===== src/rtl/core/vfm_pkg.sv =====
// Shared types, constants and lookup functions for the voxel face mesher.
package vfm_pkg;

  localparam int unsigned NumFaces     = 6;
  localparam int unsigned VertsPerFace = 6;
  localparam int unsigned QueueDepth   = 2;
  localparam int unsigned ChunkW       = 16;
  localparam int unsigned ChunkH       = 16;
  localparam int unsigned ChunkD       = 16;

  localparam int unsigned InDataW   = 48;
  localparam int unsigned OutDataW  = 40;
  localparam int unsigned MaskW     = 27;

  // Face codes
  localparam logic [2:0] FaceTop  = 3'd0;
  localparam logic [2:0] FaceBot  = 3'd1;
  localparam logic [2:0] FacePosX = 3'd2;
  localparam logic [2:0] FaceNegX = 3'd3;
  localparam logic [2:0] FacePosZ = 3'd4;
  localparam logic [2:0] FaceNegZ = 3'd5;

  localparam logic [2:0] VertFirst = 3'd0;
  localparam logic [2:0] VertLast  = 3'(VertsPerFace - 1);

  // AO letter groups: a=bit0 .. h=bit7
  localparam logic [7:0] LetCde = 8'h1C;
  localparam logic [7:0] LetBcf = 8'h26;
  localparam logic [7:0] LetAbg = 8'h43;
  localparam logic [7:0] LetAdh = 8'h89;

  // Mask bit of each face's direct neighbor, face 5 first
  localparam logic [NumFaces-1:0][4:0] OpenBit = {
    5'd10, 5'd16, 5'd12, 5'd14, 5'd4, 5'd22
  };

  // Mask bits of AO letters h..a per face, face 5 first
  localparam logic [NumFaces-1:0][7:0][4:0] AoBit = {
    {5'd18, 5'd20, 5'd2,  5'd0, 5'd9,  5'd1, 5'd11, 5'd19},
    {5'd24, 5'd26, 5'd8,  5'd6, 5'd15, 5'd7, 5'd17, 5'd25},
    {5'd18, 5'd24, 5'd6,  5'd0, 5'd9,  5'd3, 5'd15, 5'd21},
    {5'd20, 5'd26, 5'd8,  5'd2, 5'd11, 5'd5, 5'd17, 5'd23},
    {5'd2,  5'd8,  5'd6,  5'd0, 5'd1,  5'd3, 5'd7,  5'd5},
    {5'd20, 5'd26, 5'd24, 5'd18, 5'd19, 5'd21, 5'd25, 5'd23}
  };

  typedef struct packed {
    logic [3:0]                x;
    logic [3:0]                y;
    logic [3:0]                z;
    logic [3:0]                u1;
    logic [3:0]                v1;
    logic [NumFaces-1:0]       open;
    logic [NumFaces-1:0][7:0]  letters;
  } vfm_item_t;

  typedef struct packed {
    logic       ox;
    logic       oy;
    logic       oz;
    logic       us;
    logic       vs;
    logic [7:0] aomask;
  } vfm_vert_t;

  function automatic logic [3:0] sat_coord(logic [3:0] c, int unsigned size);
    logic [3:0] r;
    r = c;
    if (32'(c) >= size) r = 4'(size - 1);
    return r;
  endfunction

  function automatic vfm_vert_t mk_vert(logic ox, logic oy, logic oz, logic us,
                                        logic vs, logic [7:0] m);
    vfm_vert_t v;
    v.ox = ox; v.oy = oy; v.oz = oz; v.us = us; v.vs = vs; v.aomask = m;
    return v;
  endfunction

  // Corner offsets, UV offsets and AO letter group of each face vertex
  function automatic vfm_vert_t vert_lut(logic [2:0] face, logic [2:0] k);
    vfm_vert_t v;
    v = mk_vert(1'b0, 1'b0, 1'b0, 1'b0, 1'b0, LetCde);
    unique case (face)
      FaceTop: begin
        unique case (k)
          3'd1:    v = mk_vert(1'b0, 1'b1, 1'b1, 1'b1, 1'b1, LetBcf);
          3'd2:    v = mk_vert(1'b1, 1'b1, 1'b1, 1'b0, 1'b1, LetAbg);
          3'd4:    v = mk_vert(1'b1, 1'b1, 1'b1, 1'b0, 1'b1, LetAbg);
          3'd5:    v = mk_vert(1'b1, 1'b1, 1'b0, 1'b0, 1'b0, LetAdh);
          default: v = mk_vert(1'b0, 1'b1, 1'b0, 1'b1, 1'b0, LetCde);
        endcase
      end
      FaceBot: begin
        unique case (k)
          3'd1:    v = mk_vert(1'b1, 1'b0, 1'b1, 1'b1, 1'b1, LetAbg);
          3'd2:    v = mk_vert(1'b0, 1'b0, 1'b1, 1'b0, 1'b1, LetAbg);
          3'd4:    v = mk_vert(1'b1, 1'b0, 1'b0, 1'b1, 1'b0, LetAdh);
          3'd5:    v = mk_vert(1'b1, 1'b0, 1'b1, 1'b1, 1'b1, LetAbg);
          default: v = mk_vert(1'b0, 1'b0, 1'b0, 1'b0, 1'b0, LetCde);
        endcase
      end
      FacePosX: begin
        unique case (k)
          3'd1:    v = mk_vert(1'b1, 1'b1, 1'b0, 1'b1, 1'b1, LetAdh);
          3'd2:    v = mk_vert(1'b1, 1'b1, 1'b1, 1'b0, 1'b1, LetAbg);
          3'd4:    v = mk_vert(1'b1, 1'b1, 1'b1, 1'b0, 1'b1, LetAbg);
          3'd5:    v = mk_vert(1'b1, 1'b0, 1'b1, 1'b0, 1'b0, LetBcf);
          default: v = mk_vert(1'b1, 1'b0, 1'b0, 1'b1, 1'b0, LetCde);
        endcase
      end
      FaceNegX: begin
        unique case (k)
          3'd1:    v = mk_vert(1'b0, 1'b1, 1'b1, 1'b1, 1'b1, LetAbg);
          3'd2:    v = mk_vert(1'b0, 1'b1, 1'b0, 1'b0, 1'b1, LetAdh);
          3'd4:    v = mk_vert(1'b0, 1'b0, 1'b1, 1'b1, 1'b0, LetBcf);
          3'd5:    v = mk_vert(1'b0, 1'b1, 1'b1, 1'b1, 1'b1, LetAbg);
          default: v = mk_vert(1'b0, 1'b0, 1'b0, 1'b0, 1'b0, LetCde);
        endcase
      end
      FacePosZ: begin
        unique case (k)
          3'd1:    v = mk_vert(1'b1, 1'b1, 1'b1, 1'b1, 1'b1, LetAbg);
          3'd2:    v = mk_vert(1'b0, 1'b1, 1'b1, 1'b0, 1'b1, LetAdh);
          3'd4:    v = mk_vert(1'b1, 1'b0, 1'b1, 1'b1, 1'b0, LetBcf);
          3'd5:    v = mk_vert(1'b1, 1'b1, 1'b1, 1'b1, 1'b1, LetAbg);
          default: v = mk_vert(1'b0, 1'b0, 1'b1, 1'b0, 1'b0, LetCde);
        endcase
      end
      FaceNegZ: begin
        unique case (k)
          3'd1:    v = mk_vert(1'b0, 1'b1, 1'b0, 1'b1, 1'b1, LetAdh);
          3'd2:    v = mk_vert(1'b1, 1'b1, 1'b0, 1'b0, 1'b1, LetAbg);
          3'd4:    v = mk_vert(1'b1, 1'b1, 1'b0, 1'b0, 1'b1, LetAbg);
          3'd5:    v = mk_vert(1'b1, 1'b0, 1'b0, 1'b0, 1'b0, LetBcf);
          default: v = mk_vert(1'b0, 1'b0, 1'b0, 1'b1, 1'b0, LetCde);
        endcase
      end
      default: v = mk_vert(1'b0, 1'b0, 1'b0, 1'b0, 1'b0, LetCde);
    endcase
    return v;
  endfunction

  // Q12 brightness by face and blocked count
  function automatic logic [12:0] light_lut(logic [2:0] face, logic [1:0] n);
    logic [3:0][12:0] row;
    unique case (face)
      FaceTop:  row = {13'd2253, 13'd2867, 13'd3482, 13'd4096};
      FaceBot:  row = {13'd1690, 13'd2150, 13'd2611, 13'd3072};
      FacePosX: row = {13'd2140, 13'd2724, 13'd3308, 13'd3891};
      FaceNegX: row = {13'd1915, 13'd2437, 13'd2959, 13'd3482};
      FacePosZ: row = {13'd2028, 13'd2580, 13'd3133, 13'd3686};
      FaceNegZ: row = {13'd1802, 13'd2294, 13'd2785, 13'd3277};
      default:  row = '0;
    endcase
    return row[n];
  endfunction

endpackage


===== src/rtl/core/voxel_face_mesher_ao.sv =====
// Voxel face mesher with AO: top level joining front, queue and back.
// A voxel's first vertex passes the descriptor queue, the back-end voxel
// register and the output register. The vertex walker emits one vertex per
// cycle unless the output stalls; empty or enclosed voxels emit nothing.
// The input side keeps accepting while the 2-entry descriptor queue has room.
// Reset (rst_ni low, asynchronous) empties queue and output, sets use_ao to 1.
module voxel_face_mesher_ao (
  input  logic        clk_i,
  input  logic        rst_ni,
  input  logic        cfg_we_i,
  input  logic        cfg_wdata_i,     // use_ao
  input  logic        s_axis_tvalid_i,
  output logic        s_axis_tready_o,
  // vox_x[3:0], vox_y[7:4], vox_z[11:8], block_id[19:12], neighbor_mask[46:20]
  input  logic [47:0] s_axis_tdata_i,
  output logic        m_axis_tvalid_o,
  input  logic        m_axis_tready_i,
  // corner_x[4:0], corner_y[9:5], corner_z[14:10], tex_u[19:15], tex_v[24:20],
  // light[37:25]
  output logic [39:0] m_axis_tdata_o,
  output logic [2:0]  m_axis_tuser_o,  // face[2:0]
  output logic        m_axis_tlast_o   // last
);
  import vfm_pkg::*;

  logic      q_full, q_push, q_pop, q_valid;
  vfm_item_t q_in, q_out;

  vfm_front u_front (
    .clk_i       (clk_i),
    .rst_ni      (rst_ni),
    .cfg_we_i    (cfg_we_i),
    .cfg_wdata_i (cfg_wdata_i),
    .s_valid_i   (s_axis_tvalid_i),
    .s_ready_o   (s_axis_tready_o),
    .s_data_i    (s_axis_tdata_i),
    .q_full_i    (q_full),
    .q_push_o    (q_push),
    .q_item_o    (q_in)
  );

  vfm_queue u_queue (
    .clk_i   (clk_i),
    .rst_ni  (rst_ni),
    .push_i  (q_push),
    .item_i  (q_in),
    .full_o  (q_full),
    .pop_i   (q_pop),
    .valid_o (q_valid),
    .item_o  (q_out)
  );

  vfm_back u_back (
    .clk_i     (clk_i),
    .rst_ni    (rst_ni),
    .q_valid_i (q_valid),
    .q_item_i  (q_out),
    .q_pop_o   (q_pop),
    .m_valid_o (m_axis_tvalid_o),
    .m_ready_i (m_axis_tready_i),
    .m_data_o  (m_axis_tdata_o),
    .m_user_o  (m_axis_tuser_o),
    .m_last_o  (m_axis_tlast_o)
  );

endmodule


===== src/rtl/core/vfm_front.sv =====
// Front end: takes voxel words, culls faces and gathers AO letters per face.
module vfm_front (
  input  logic                         clk_i,
  input  logic                         rst_ni,
  input  logic                         cfg_we_i,
  input  logic                         cfg_wdata_i,
  input  logic                         s_valid_i,
  output logic                         s_ready_o,
  input  logic [vfm_pkg::InDataW-1:0]  s_data_i,
  input  logic                         q_full_i,
  output logic                         q_push_o,
  output vfm_pkg::vfm_item_t           q_item_o
);
  import vfm_pkg::*;

  logic             use_ao_q, use_ao_d;
  logic [3:0]       vx, vy, vz;
  logic [7:0]       id;
  logic [MaskW-1:0] nb;
  vfm_item_t        item;

  assign use_ao_d = cfg_we_i ? cfg_wdata_i : use_ao_q;

  always_ff @(posedge clk_i or negedge rst_ni) begin
    if (!rst_ni) begin
      use_ao_q <= 1'b1;
    end else begin
      use_ao_q <= use_ao_d;
    end
  end

  assign vx = s_data_i[3:0];
  assign vy = s_data_i[7:4];
  assign vz = s_data_i[11:8];
  assign id = s_data_i[19:12];
  assign nb = s_data_i[46:20];

  always_comb begin
    item.x  = sat_coord(vx, ChunkW);
    item.y  = sat_coord(vy, ChunkH);
    item.z  = sat_coord(vz, ChunkD);
    item.u1 = id[3:0];
    item.v1 = 4'd15 - id[7:4];
    for (int f = 0; f < NumFaces; f++) begin
      item.open[f] = ~nb[OpenBit[f]];
      for (int l = 0; l < 8; l++) begin
        item.letters[f][l] = use_ao_q & nb[AoBit[f][l]];
      end
    end
  end

  assign s_ready_o = ~q_full_i;
  // drop empty and fully enclosed voxels here
  assign q_push_o  = s_valid_i & ~q_full_i & (id != 8'd0) & (item.open != '0);
  assign q_item_o  = item;

endmodule


===== src/rtl/core/vfm_queue.sv =====
// Short queue of culled voxel descriptors between front and back.
module vfm_queue (
  input  logic                clk_i,
  input  logic                rst_ni,
  input  logic                push_i,
  input  vfm_pkg::vfm_item_t  item_i,
  output logic                full_o,
  input  logic                pop_i,
  output logic                valid_o,
  output vfm_pkg::vfm_item_t  item_o
);
  import vfm_pkg::*;

  localparam int unsigned PtrW = (QueueDepth > 1) ? $clog2(QueueDepth) : 1;
  localparam int unsigned CntW = $clog2(QueueDepth + 1);

  vfm_item_t         mem_q [QueueDepth];
  logic [PtrW-1:0]   wr_q, wr_d, rd_q, rd_d;
  logic [CntW-1:0]   cnt_q, cnt_d;
  logic              do_push, do_pop;

  assign full_o  = (cnt_q == CntW'(QueueDepth));
  assign valid_o = (cnt_q != '0);
  assign item_o  = mem_q[rd_q];
  assign do_push = push_i & ~full_o;
  assign do_pop  = pop_i & valid_o;

  always_comb begin
    wr_d  = wr_q;
    rd_d  = rd_q;
    cnt_d = cnt_q;
    if (do_push) wr_d = (wr_q == PtrW'(QueueDepth - 1)) ? '0 : wr_q + 1'b1;
    if (do_pop)  rd_d = (rd_q == PtrW'(QueueDepth - 1)) ? '0 : rd_q + 1'b1;
    if (do_push && !do_pop) cnt_d = cnt_q + 1'b1;
    else if (!do_push && do_pop) cnt_d = cnt_q - 1'b1;
  end

  always_ff @(posedge clk_i or negedge rst_ni) begin
    if (!rst_ni) begin
      wr_q  <= '0;
      rd_q  <= '0;
      cnt_q <= '0;
    end else begin
      wr_q  <= wr_d;
      rd_q  <= rd_d;
      cnt_q <= cnt_d;
    end
  end

  always_ff @(posedge clk_i) begin
    if (do_push) mem_q[wr_q] <= item_i;
  end

endmodule


===== src/rtl/core/vfm_back.sv =====
// Back end: walks the open faces of one voxel and emits one vertex per cycle while the output is not stalled.
module vfm_back (
  input  logic                          clk_i,
  input  logic                          rst_ni,
  input  logic                          q_valid_i,
  input  vfm_pkg::vfm_item_t            q_item_i,
  output logic                          q_pop_o,
  output logic                          m_valid_o,
  input  logic                          m_ready_i,
  output logic [vfm_pkg::OutDataW-1:0]  m_data_o,
  output logic [2:0]                    m_user_o,
  output logic                          m_last_o
);
  import vfm_pkg::*;

  vfm_item_t           cur_q;
  logic                busy_q, busy_d;
  logic [NumFaces-1:0] rem_q, rem_d, rem_after;
  logic [2:0]          k_q, k_d;
  logic [2:0]          face;
  logic                out_ready, emit, finish, load;
  vfm_vert_t           vd;
  logic [7:0]          sel;
  logic [3:0]          cnt;
  logic [1:0]          n;

  logic                ov_q, ov_d;
  logic [4:0]          cx_q, cy_q, cz_q, tu_q, tv_q;
  logic [12:0]         light_q;
  logic [2:0]          face_q;
  logic                last_q;

  // lowest pending face goes first
  always_comb begin
    face = FaceTop;
    for (int f = NumFaces - 1; f >= 0; f--) begin
      if (rem_q[f]) face = 3'(f);
    end
  end

  always_comb begin
    vd  = vert_lut(face, k_q);
    sel = cur_q.letters[face] & vd.aomask;
    cnt = '0;
    for (int i = 0; i < 8; i++) cnt = cnt + 4'(sel[i]);
    n = (cnt > 4'd3) ? 2'd3 : cnt[1:0];
  end

  always_comb begin
    rem_after       = rem_q;
    rem_after[face] = 1'b0;
  end

  assign out_ready = ~ov_q | m_ready_i;
  assign emit      = busy_q & out_ready;
  assign finish    = emit & (k_q == VertLast) & (rem_after == '0);
  assign load      = (~busy_q | finish) & q_valid_i;
  assign q_pop_o   = load;

  always_comb begin
    busy_d = busy_q;
    rem_d  = rem_q;
    k_d    = k_q;
    if (emit) begin
      if (k_q == VertLast) begin
        k_d   = VertFirst;
        rem_d = rem_after;
      end else begin
        k_d = k_q + 1'b1;
      end
    end
    if (finish) busy_d = 1'b0;
    if (load) begin
      busy_d = 1'b1;
      rem_d  = q_item_i.open;
      k_d    = VertFirst;
    end
  end

  always_comb begin
    ov_d = ov_q;
    if (out_ready) ov_d = emit;
  end

  always_ff @(posedge clk_i or negedge rst_ni) begin
    if (!rst_ni) begin
      busy_q <= 1'b0;
      rem_q  <= '0;
      k_q    <= VertFirst;
      ov_q   <= 1'b0;
    end else begin
      busy_q <= busy_d;
      rem_q  <= rem_d;
      k_q    <= k_d;
      ov_q   <= ov_d;
    end
  end

  always_ff @(posedge clk_i) begin
    if (load) cur_q <= q_item_i;
    if (emit) begin
      cx_q    <= 5'(cur_q.x) + 5'(vd.ox);
      cy_q    <= 5'(cur_q.y) + 5'(vd.oy);
      cz_q    <= 5'(cur_q.z) + 5'(vd.oz);
      tu_q    <= 5'(cur_q.u1) + 5'(vd.us);
      tv_q    <= 5'(cur_q.v1) + 5'(vd.vs);
      light_q <= light_lut(face, n);
      face_q  <= face;
      last_q  <= (k_q == VertLast) & (rem_after == '0);
    end
  end

  assign m_valid_o = ov_q;
  assign m_data_o  = {2'b00, light_q, tv_q, tu_q, cz_q, cy_q, cx_q};
  assign m_user_o  = face_q;
  assign m_last_o  = last_q;

  a_busy_has_face: assert property (@(posedge clk_i) disable iff (!rst_ni)
    busy_q |-> (rem_q != '0))
    else $error("back busy with no pending face");

  a_vert_range: assert property (@(posedge clk_i) disable iff (!rst_ni)
    k_q <= VertLast)
    else $error("vertex counter out of range");

  a_face_wrap: assert property (@(posedge clk_i) disable iff (!rst_ni)
    (emit && k_q == VertLast) |=> (k_q == VertFirst))
    else $error("vertex counter did not wrap after a face");

  a_load_when_free: assert property (@(posedge clk_i) disable iff (!rst_ni)
    (busy_q && !finish) |-> !q_pop_o)
    else $error("queue popped while a voxel is still in flight");

endmodule


===== config.mk =====
export PLATFORM = sky130hd
export DESIGN_NAME = voxel_face_mesher_ao
export DESIGN_NICKNAME = d
export VERILOG_FILES = /design/src/rtl/core/vfm_pkg.sv /design/src/rtl/core/voxel_face_mesher_ao.sv /design/src/rtl/core/vfm_front.sv /design/src/rtl/core/vfm_queue.sv /design/src/rtl/core/vfm_back.sv
export SDC_FILE = /design/constraint.sdc
export NUM_CORES = 1
export LEC_CHECK = 0
export BUFFER_PORTS_ARGS = -buffer_cell sky130_fd_sc_hd__buf_2
export CORE_MARGIN = 2
export CORE_UTILIZATION = 38
export DETAILED_ROUTE_END_ITERATION = 8
export SLEW_MARGIN = 20
export SYNTH_ARGS = -nofsm -noshare
export SYNTH_HDL_FRONTEND = slang
export SYNTH_SLANG_ARGS = --single-unit

===== constraint.sdc =====
create_clock -name clk_i -period 9.7 [get_ports clk_i]
set_clock_uncertainty 0.05 [all_clocks]
set_input_delay 0.485 -clock clk_i [delete_from_list [all_inputs] [get_ports clk_i]]
set_output_delay 0.485 -clock clk_i [all_outputs]
set_load 0.01 [all_outputs]

-- After elaboration in Yosys (flattened, before gate mapping)
Memories as Yosys holds them, arrays and structs flattened.
Cells that the tools add are included.
Widths: inputs -> output; s select.
- RAM bits: 148
- output and inout port bits: 46
- bits in registers: 126
- memories kept: 1
- word-level logic and storage cells: 157
- muxes and demuxes: 36
- order comparisons: 4
- reductions and logical operators: 17
- add/sub/neg operators: 18
- bitwise gates (word level): 44
- equal/unequal tests: 10
- memories (name ; words ; bits a word ; read ports ; clocked after Yosys merged registers in ; wr ports ; line ; text):
    u_queue.mem_q ; 2 ; 74 ; 1 ; 0 ; 1 ; vfm_queue.sv:17 ; vfm_item_t mem_q [QueueDepth];
- operators with widths (kind ; count):
    $pmux 51 s6 ; 1
    $pmux 13 s3 ; 4
    $pmux 13 s6 ; 1
    $pmux 12 s3 ; 2
    $mux 52 ; 1
    $and 1x1->1 ; 30
    $mux 3 ; 9
    $bmux 13 s2 ; 1
    $add 4x1->5 ; 5
    $add 4x1->4 ; 6
    $bmux 8 s3 ; 1
    $mux 6 ; 3
    $mux 13 ; 1
    $eq 3x3->1 const B ; 4
    $reduce_bool 2->1 ; 5
    $eq 3x2->1 const B ; 3
    $not 1->1 ; 9
    $and 8x8->8 ; 1
    $mux 8 ; 1
    $reduce_bool 8->1 ; 1
    $mux 1 ; 7
    $and 6x6->6 ; 1
    $eq 3x1->1 const B ; 2
    $logic_not 6->1 ; 1
    other kinds (21) ; 29

-- Longest topological paths before layout
Gate-level depths: netlist of the first run.
- depth in word-level cells: 20
- mapped depth: 21
- depth with buffers taken out: 18

-- Cells and area by module
From an unflattened synthesis of the first run, not the netlist that was laid out.
- cell total of the unflattened synthesis: 765
- area, all modules: 11928.9 um^2
- by module, submodules not included (module ; area each (um^2) ; sequential area each (um^2) ; cells an instance ; instances):
    vfm_queue ; 5740.5 ; 4544.4 ; 249 ; 1
    vfm_back ; 5609.1 ; 3578.4 ; 431 ; 1
    vfm_front ; 579.3 ; 26.3 ; 85 ; 1

-- Least setup slack after synthesis of the first run
Ideal clock, no wire load.
- kind: register to register
- start point: reg u_back.rem_q[1]
- end point: reg u_back.light_q[2] (data pin)
- slack: 4.354 ns
- library setup time: 0.280 ns
- stages on the path, launching flop included: 21
- path buffers: 4
- data arrival time: 5.016 ns
- required time: 9.370 ns
- cell sequence: dfrtp_1 > buf_6 > or3_1 > or3_1 > buf_6 > clkinv_8 > buf_2 > a211oi_1 > a2bb2oi_1 > ha_1 > inv_1 > fa_1 > fa_1 > fa_1 > fa_1 > nor4bb_1 > a22oi_1 > clkbuf_1 > a21oi_1 > a221oi_1 > a21oi_1
- longest elaborated chain between the ends: 16
- elaborated cells between the ends (all ways): 25
- classes of those cells: add/sub: 7; order compare: 1; eq/ne: 5; mux: 10; bitwise: 1; reduce/logical: 1
- RTL lines (what ; line ; text):
    start: declaration ; vfm_back.sv:18 ; logic [NumFaces-1:0] rem_q, rem_d, rem_after;
    start signal: assignment ; vfm_back.sv:93 ; rem_q <= rem_d;
    $mux 3 * (2 in series) ; vfm_back.sv:37 ; if (rem_q[f]) face = 3'(f);
    via u_back.face[2] ; vfm_back.sv:20 ; logic [2:0] face;
    $eq 3x3->1, or another cell as far along ; vfm_pkg.sv:84, vfm_pkg.sv:147 ;
    $pmux 13 s6 / $mux 8 (equally long branches) ; vfm_pkg.sv:84, vfm_back.sv:43 ;
    $and 8x8->8 ; vfm_back.sv:43 ; sel = cur_q.letters[face] & vd.aomask;
    $add 1x1->2 ; vfm_back.sv:45 ; for (int i = 0; i < 8; i++) cnt = cnt + 4'(sel[i]);
    $add 4x1->4 (6 in series) ; vfm_back.sv:45 ;
    $gt 4x2->1 ; vfm_back.sv:46 ; n = (cnt > 4'd3) ? 2'd3 : cnt[1:0];
    $mux 2 ; vfm_back.sv:46 ;
    $bmux 13 s2 * ; vfm_pkg.sv:156 ; return row[n];
    $mux 13 (implied by the code) * ; vfm_pkg.sv:156 ;
    end signal: assignment ; vfm_back.sv:107 ; light_q <= light_lut(face, n);
    end: declaration ; vfm_back.sv:29 ; logic [12:0] light_q;
The timed path passes the listed nets; every way through them passes the cells marked *. The select of a mux whose other input is x is not followed.
A chain may end at the register's enable or synchronous reset.

-- Final worst setup path of the first run
- start point: reg u_back.rem_q[2]
- end point: reg u_back.light_q[7] (data pin)
- longest elaborated chain between the ends: 17
- elaborated cells between the ends (all ways): 26
- classes of those cells: add/sub: 7; order compare: 1; eq/ne: 5; mux: 11; bitwise: 1; reduce/logical: 1
- RTL lines (what ; line):
    $mux 3 * (3 in series) ; vfm_back.sv:37
    $eq 3x3->1, or another cell as far along ; vfm_pkg.sv:84, vfm_pkg.sv:147
    $pmux 13 s6 / $mux 8 (equally long branches) ; vfm_pkg.sv:84, vfm_back.sv:43
    $and 8x8->8 ; vfm_back.sv:43
    $add 1x1->2 ; vfm_back.sv:45
    $add 4x1->4 (6 in series) ; vfm_back.sv:45
    $gt 4x2->1 ; vfm_back.sv:46
    $mux 2 ; vfm_back.sv:46
    $bmux 13 s2 * ; vfm_pkg.sv:156
    $mux 13 (implied by the code) * ; vfm_pkg.sv:156
Mark *: on every way between the ends. The rest lies on a longest branch, timed or not. The select of a mux whose other input is x is not followed.

==> impl_metrics.toml, run 1 <==
[status]
outcome = "completed"

[clock_network]
cts_tree = "yes"
cts_buffers = 17
path_clk_slew_ns = 0.07
worstSkewPairLatency_ns = 0.43
cts_htree_levels = 4
hold_buffers = 1
clock-sinks = 190
clk_path_buf_depth = 2
root_buffer = "clkbuf_16"
cts_resized = 0
postCtsSetupRepairBufs = 0

[finish]
diodes = 0
layout.cells.non_filler = 982
syn2layout_area_growth_pct = 15.45
final_nets = 761
fin_area_sq_mm = 0.009769
drive_above_1_share_pct = 27.21

[yosys]
synth_ff_type = "edfxtp_1"
synth_area_leaders = "edfxtp_1 (62%), mux2_2 (5.6%), dfrtp_1 (4.4%)"
postSynth.asyncResetShare_pct = 8.421
synth_area_sq_mm = 0.008462
yosysWarnings = 0
synth-edff-count = 174
avgSynthCellArea_sq_um = 14.06
synth-seq-cells = 190
yosysMostFrequentCell = "edfxtp_1"
synth_top_cell_by_area = "edfxtp_1"
synth_cell_type_count = 62
synth_cells = 602
ys_seq_area_share_pct = 66.49
synth_top_area_share_pct = 61.75
netlist_top_cells_count = "edfxtp_1 (174), mux2_2 (42), nor2_1 (31), clkbuf_1 (24), nand2_1 (24)"

[route]
dr.pass1.iters = 5
vias = 5070
postRouteAntennaNets = 0
routed_wirelength_um = 17040
drtIter0Drc = 231
wire_per_inst_um = 17.36
via_per_inst = 5.163
drc = 0

[min_path]
min_path_cells = 1
hold_class = "in -> reg"

[timing]
min_period_ns = 6.259
period_share_pct = 64.53
tightest_slew_ns = 0.9168
setup_viol = 0
timing.fmax_ghz = 0.1598
hold_viol_final = 0
drv_slew = 0
timing.setup.tns_ns = 0
worst_slack_ns = 3.441
rsz0062_at_grt = "no"
relSlewSlack_pct = 38.23

[worst_setup_path]
criticalPathCategory = "reg -> reg"
r2r-end = "u_back.light_q[7]"
worst-path-stages = 16
cpLargestDelayFamily = "adder cells"
critPathCaptureType = "flop"
cp-start-kind = "flop"
crit_path_start = "u_back.rem_q[2]"
timing.rr.start = "u_back.rem_q[2]"
cp_common_cell = "fa_1"
cp_cell_sequence = "or3_1 > or3_1 > o32a_1 > a21oi_1 > ha_1 > inv_1 > fa_1 > fa_1 > fa_1 > fa_1 > nor4bb_1 > a22oi_1 > buf_4 > a21oi_1 > o22ai_1 > a31oi_1"
worst_path_max_delay_cell = "fa_1"
cpPeakStageDelay_ns = 0.72
crit_buf_inv = 2
rrSetupSlack_ns = 3.44
critical_path_peak_fanout = 23
r2r_cells = 16
endpoint = "u_back.light_q[7]"
required_ns = 9.91
crit_arrival_ns = 6.47

[floorplan]
die_y_um = 153.2
die-area_sq_mm = 0.02348
die_w_um = 153.2
initial_core_util_pct = 38.77
core_sq_mm = 0.02182
row_count = 54
ios = 100

[place]
gp_congestion = 0.9117
io_buffers = 95
pre_cts_slack_ns = 3.497
dp_hpwl_um = 11690
placed_cell_area_sq_mm = 0.009181
dpl.cell_count = 949

[global_route]
antenna_found_initial = 0
track_usage_pct = 15.27
grt_max_degree = 48
grt_pass1_vias = 5366
overflow = 0
grt_pass1_wl_um = 27970

[flow_run]
cap_violations = 0
## cells in the final DEF (no fill, tap or decap), drive strengths merged, types with 3 or more instances in the layout
master	count
nor2b	7
and2	22
a21oi	23
a221oi	6
xnor2	9
nand2	24
o31a	3
ha	14
fa	4
nand3	18
inv	26
a211oi	7
mux2	42
a31oi	8
o221ai	4
o211ai	8
xor2	8
or2	3
clkinv	6
mux2i	12
nor4bb	3
nor4	3
nand2b	14
a21o	6
or3	4
o21ai	23
o22ai	6
nor2	32
nor3b	4
nor3	8
buf	101
a22oi	4
edfxtp	174
clkbuf	18
dfrtp	15
and3	5
clkinvlp	3
## through the flow
stage,util [%],hold slack [ns]
6_report,44.77,0.1954
5_1_grt,44.77,0.1697
4_1_cts,44.75,0.1711
3_5_place_dp,42.07,0.3774
3_3_place_gp,42.07,0.3623
2_1_floorplan,-,0.1394
## cells by family after synthesis
logic type               count (synthesis)  share of synthesized area [%]
AND/OR/NAND/NOR                        152                          9.537
other                                    1                        0.04432
AO/OA/AOI/OAI                          113                          8.961
multiplexers                            54                          7.009
XOR/XNOR                                17                          1.760
adder cells (fa/ha/maj)                 19                          3.150
flip-flops                             190                          66.49
buffers and inverters                   56                          3.046
## cell type report
cell class | count | area, sq um
sequential | 190 | 5630
inverter | 21 | 91.34
timing repair buffer | 102 | 530.5
fill | 1976 | 12050
clock buffer | 18 | 429.2
clock inverter | 14 | 145.1
multi-input combinational | 357 | 2592
tap | 280 | 350.3
## flip-flops by register name (all words and copies together) (netlist names), 6 cells and up
name,flops
u_queue.mem_q,92
u_back.cur_q,40
u_back.light_q,13
u_back.rem_q,6
## routing by layer
layer | share of wire [%] | track usage (%) | vias up
li1 | - | - | 2449
met1 | 45 | 19.62 | 2446
met2 | 49 | 25.43 | 154
met3 | 4.4 | 2.920 | 21
met4 | 1.9 | 6.437 | 0
met5 | 0 | 0 | -
## worst min path at each step
stage	start	to
6_report	s_axis_tdata_i[5]	u_queue.mem_q[1][67]
5_1_grt	s_axis_tdata_i[7]	u_queue.mem_q[0][69]
4_1_cts	s_axis_tdata_i[11]	u_queue.mem_q[0][65]
3_5_place_dp	rst_ni	u_queue.wr_q
3_3_place_gp	rst_ni	u_queue.wr_q
2_1_floorplan	rst_ni	u_back.busy_q
## worst reg2reg max path, stage by stage, from the launching register on
cell,delay [ns]
dfrtp_1,0.60
or3_1,0.47
or3_1,0.64
o32a_1,0.51
a21oi_1,0.15
ha_1,0.24
inv_1,0.08
fa_1,0.43
fa_1,0.53
fa_1,0.47
fa_1,0.72
nor4bb_1,0.33
a22oi_1,0.12
buf_4,0.23
a21oi_1,0.23
o22ai_1,0.11
a31oi_1,0.19
Power of run 1 is not shown: default switching activity piles up to over one toggle a cycle in this logic, so the estimate is an artifact.
==> run 2, diff against run 1 <==
==> constraint.sdc (replaced) <==
create_clock -name clk_i -period 5.7 [get_ports clk_i]
set_clock_uncertainty 0.05 [all_clocks]
set_input_delay 0.285 -clock clk_i [delete_from_list [all_inputs] [get_ports clk_i]]
set_output_delay 0.285 -clock clk_i [all_outputs]
set_load 0.01 [all_outputs]
==> impl_metrics.toml, run 2 (synthesis gave the netlist of run 1 again) <==
[status]
outcome = "completed"

[clock_network]
clock-sinks = 190
cts_htree_levels = 4
path_clk_slew_ns = 0.08
worstSkewPairLatency_ns = 0.43
root_buffer = "clkbuf_16"
cts_tree = "yes"
cts_buffers = 17
clk_path_buf_depth = 2

[worst_setup_path]
cpPeakStageDelay_ns = 0.52
r2r_cells = 17
cp_common_cell = "fa_1"
crit_arrival_ns = 5.60
crit_buf_inv = 4
criticalPathCategory = "reg -> reg"
cpLargestDelayFamily = "adder cells"
required_ns = 5.82
critPathCaptureType = "flop"
cp-start-kind = "flop"
worst-path-stages = 17
worst_path_max_delay_cell = "fa_1"
critical_path_peak_fanout = 18
cp_cell_sequence = "or3_1 > or3_1 > buf_4 > clkinv_8 > a211oi_1 > a2bb2oi_1 > ha_1 > inv_1 > fa_1 > fa_1 > fa_1 > fa_1 > nor4bb_2 > a21oi_2 > buf_4 > a211oi_1 > a31oi_1"

[timing]
tightest_slew_ns = 0.6982
worst_slack_ns = 0.2192
drv_slew = 0
timing.fmax_ghz = 0.1825
whs_ns = 0.02618
min_period_ns = 5.481
hold_viol_final = 0
rsz0062_at_grt = "yes"
setup_viol = 0
relSlewSlack_pct = 53.45
period_share_pct = 96.15

[place]
io_buffers = 95
pre_cts_slack_ns = 0.1704
gp_congestion = 0.8879
dp_hpwl_um = 12410

[min_path]
min_path_cells = 1
hold_class = "in -> reg"

[floorplan]
row_count = 54
die_y_um = 153.2
initial_core_util_pct = 38.77
ios = 100
core_sq_mm = 0.02182
die-area_sq_mm = 0.02348
die_w_um = 153.2

[global_route]
antenna_found_initial = 0
grt_max_degree = 48
track_usage_pct = 15.64
overflow = 0
grt_pass1_wl_um = 28620
grt_pass1_vias = 5409

[route]
via_per_inst = 5.188
drc = 0
vias = 5328
wire_per_inst_um = 17.36
postRouteAntennaNets = 0
dr.pass1.iters = 5
drtIter0Drc = 406
routed_wirelength_um = 17830

[finish]
regMostFlops = "u_queue.mem_q"
final_nets = 806
drive_above_1_share_pct = 30.92
diodes = 0
syn2layout_area_growth_pct = 21.34
final_common_cell = "edfxtp_1"
largest_register_ffs = 92
largestRegisters = "u_queue.mem_q (92), u_back.cur_q (40), u_back.light_q (13)"
layout.cells.most_common_list = "edfxtp_1 (174), buf_2 (96), mux2_2 (42), buf_4 (32), nor2_1 (31)"

[flow_run]
cap_violations = 0
==> run 2: cell types whose count changed in the layout (fill, tap and decap cells not counted), sizes merged <==
cell	before	now
clkinv	6	5
bufinv	0	1
inv	26	29
buf	101	131
clkbuf	18	17
dlygate4sd3	1	16
clkinvlp	3	1
==> run 2: timing repair <==
action	4_1_cts	5_1_grt
hold buffers	16	0
resized for setup	0	11
hold endpoints to repair	46	0
endpoints found under the setup margin	0	12
buffers inserted	0	4
==> run 2: metrics by stage <==
stage | area (sq um) | cells | TNS, ns | utilization [%]
final | 10270 | 1027 | 0 | 47.05
after global routing | 10270 | 1027 | -0.05963 | 47.05
after CTS | 10180 | 1022 | 0 | 46.63
after detailed placement | 9382 | 974 | 0 | 42.99
after global placement | 9382 | 974 | 0 | 42.99
after floorplan | 8466 | 603 | 0 | -
==> run 2: per-layer routing <==
metal  track usage, %  vias to the layer above  wire length [um]
li1                 -                     2539                 -
met1            20.82                     2593              8088
met2            25.28                      169              8649
met3            3.119                       27               760
met4            6.217                        0               333
met5                0                        -                 0
==> run 2: area by class of cell <==
type                            instances  area, sq um
Inverter                               21        91.34
Multi-Input combinational cell        357         2625
Clock buffer                           17        425.4
Clock inverter                         15        209.0
Fill cell                            1948        11560
Tap cell                              280        350.3
Timing Repair Buffer                  147        932.1
Sequential cell                       190         5634
==> run 2: final timing paths <==
| kind | start | to | slack [ns] |
|---|---|---|---|
| max in group asynchronous | rst_ni | u_front.use_ao_q | 5.03 |
| min in group asynchronous | rst_ni | u_queue.wr_q | 0.26 |
| setup / recovery | u_back.rem_q[2] | u_back.light_q[4] | 0.22 |
| hold reg to reg | u_queue.cnt_q[1] | u_queue.cnt_q[1] | 0.47 |
| setup reg to reg | u_back.rem_q[2] | u_back.light_q[4] | 0.22 |
| hold / removal | s_axis_tdata_i[12] | u_queue.mem_q[1][58] | 0.03 |
Power of run 2 is left out for the same reason.
==> run 3, diff against run 2 <==
--- a/config.mk
+++ b/config.mk
@@ -12,4 +12,5 @@
 export SLEW_MARGIN = 20
 export SYNTH_ARGS = -nofsm -noshare
 export SYNTH_HDL_FRONTEND = slang
+export SYNTH_HIERARCHICAL = 1
 export SYNTH_SLANG_ARGS = --single-unit
==> impl_metrics.toml, run 3 <==
[route]
via_per_inst = 4.962
drtIter0Drc = 498
routed_wirelength_um = 23060
postRouteAntennaNets = 0
wire_per_inst_um = 17.60
dr.pass1.iters = 5
vias = 6500
drc = 0

[yosys]
synthAdderAreaFrac_pct = 2.140
synth_ff_type = "edfxtp_1"
yosysMostFrequentCell = "edfxtp_1"
synth_compound_area_share_pct = 7.604
synth_area_leaders = "edfxtp_1 (65%), mux2_4 (6.3%), dfrtp_1 (3.1%)"
synth_cells = 765
avgSynthCellArea_sq_um = 15.59
synth_area_sq_mm = 0.01193
yosysWarnings = 6
ys_seq_area_share_pct = 68.31
synth_cell_type_count = 69
synth-seq-cells = 274
synth_top_family_by_area = "multiplexers"
synth_top_area_share_pct = 64.95
netlist_top_cells_count = "edfxtp_1 (258), mux2_4 (50), buf_4 (48), o21ai_0 (32), nor2_1 (28)"
synth-edff-count = 258
synth_mux_area_share_pct = 8.653
yosys.area_share.simple_pct = 6.566
postSynth.asyncResetShare_pct = 5.839
synthXorXnorAreaFrac_pct = 1.248
synth_top_cell_by_area = "edfxtp_1"

[finish]
diodes = 0
syn2layout_area_growth_pct = 17.09
fillerInstances = 2792
largest_register_ffs = 148
largestRegisters = "u_queue/mem_q (148), u_back/cur_q (68), u_back/light_q (13)"
drive_above_1_share_pct = 30.96
final_nets = 963
regMostFlops = "u_queue/mem_q"
layout.cells.most_common_list = "edfxtp_1 (258), buf_2 (95), buf_4 (50), mux2_4 (50), o21ai_0 (31)"
final_common_cell = "edfxtp_1"

[clock_network]
path_clk_slew_ns = 0.06
cts_tree = "yes"
cts_htree_levels = 1
worstSkewPairLatency_ns = 0.55
root_buffer = "clkbuf_16"
clk_path_buf_depth = 3
clock-sinks = 274
cts_buffers = 29

[worst_setup_path]
cpPeakStageDelay_ns = 0.61
rrSetupSlack_ns = 0.22
cp_common_cell = "fa_1"
criticalPathCategory = "reg -> reg"
required_ns = 5.92
critPathCaptureType = "flop"
critical_path_peak_fanout = 10
crit_buf_inv = 3
cp-start-kind = "flop"
crit_path_start = "u_back/rem_q[3]"
cpLargestDelayFamily = "adder cells"
timing.rr.start = "u_back/rem_q[3]"
crit_arrival_ns = 5.70
cp_cell_sequence = "buf_4 > nor2_1 > a21oi_1 > nor2_1 > a32o_1 > or3_1 > fa_1 > fa_1 > fa_1 > inv_1 > ha_1 > fa_2 > nor2_4 > a41o_2 > buf_4 > a21oi_1 > o221ai_1"
worst_path_max_delay_cell = "fa_2"

[floorplan]
die_w_um = 181.2
die_y_um = 181.2
die-area_sq_mm = 0.03282
row_count = 64
core_sq_mm = 0.03075
ios = 100
initial_core_util_pct = 38.79

[timing]
tightest_slew_ns = 1.075
relSlewSlack_pct = 28.35
setup_viol = 0
drv_slew = 0
hold_viol_final = 0
rsz0062_at_grt = "no"
timing.fmax_ghz = 0.1825
period_share_pct = 96.14
min_period_ns = 5.480
whs_ns = 0.03733

[global_route]
overflow = 0
antenna_found_initial = 0
grt_max_degree = 76
grt_pass1_vias = 6702
grt_pass1_wl_um = 36710
track_usage_pct = 14.01

[place]
io_buffers = 95
dp_hpwl_um = 15320
gp_congestion = 0.8679

[flow_run]
cap_violations = 0

[status]
outcome = "completed"

[min_path]
hold_class = "in -> reg"
holdCritStartpoint = "s_axis_tdata_i[39]"
-- run 3: changes by cell type after synthesis, moves of 9 or more --
| cell | change |
|---|---|
| edfxtp_1 | +84 |
| o21ai_0 | +16 |
| buf_4 | +46 |
| mux2_2 | -17 |
| mux2_4 | +50 |
| clkbuf_1 | -9 |
| mux2i_1 | -12 |
-- run 3: final timing paths --
kind / to / cells after the start
setup / recovery: u_back/light_q[5] / 17
hold / removal: u_queue/mem_q[1][40] / 2
setup reg to reg: u_back/light_q[5] / 17
hold reg to reg: u_queue/cnt_q[1] / 1
max in group asynchronous: u_front/use_ao_q / 2
min in group asynchronous: u_queue/rd_q / 2
-- run 3: metal layers --
layer  global-route usage, %  up-vias  wire [um]
met5                       0        -          0
met4                   3.447        0        468
met3                   2.620       31       1121
met2                   23.83      148      11190
met1                   18.57     3195      10280
li1                        -     3126          -
-- run 3: area by class of cell --
cell class / instances / area (sq um) / area share, %
clock buffers: 37 / 755.7 / 5.411
clock inverters: 17 / 120.1 / 0.8600
inverters: 24 / 95.09 / 0.6808
multi-input cells: 387 / 3194 / 22.87
flip-flops and latches: 274 / 8154 / 58.38
well taps: 396 / 495.5 / 3.547
repair buffers: 175 / 1152 / 8.251
-- run 3: what timing repair did --
action	in CTS	in global routing
pin swaps	0	1
endpoints found under the setup margin	1	12
hold buffers	29	0
endpoints found under the hold margin	69	0
resized for setup	1	12
buffers inserted	0	1
-- run 3: kinds of logic (layout without fill, tap and decap cells) --
group                    count (synthesis)  in the layout
flip-flops                             274            274
AND/OR/NAND/NOR                        148            148
AO/OA/AOI/OAI                          127            127
buffers and inverters                  105            253
multiplexers                            75             75
adder cells (fa/ha/maj)                 18             18
XOR/XNOR                                17             17
other                                    1              2
-- run 3: per-stage QoR --
step	area (sq um)	cells	setup TNS (ns)	util, %	setup slack (ns)
after global placement	12740	1226	0	41.43	0.1228
after floorplan	11930	766	0	-	0.3508
after detailed placement	12740	1226	-0.009940	41.43	-0.009940
after CTS	13910	1309	0	45.25	0.03137
final	13970	1310	0	45.42	0.2201
after global routing	13970	1310	0	45.42	0.005191
Power of run 3 is left out for the same reason.
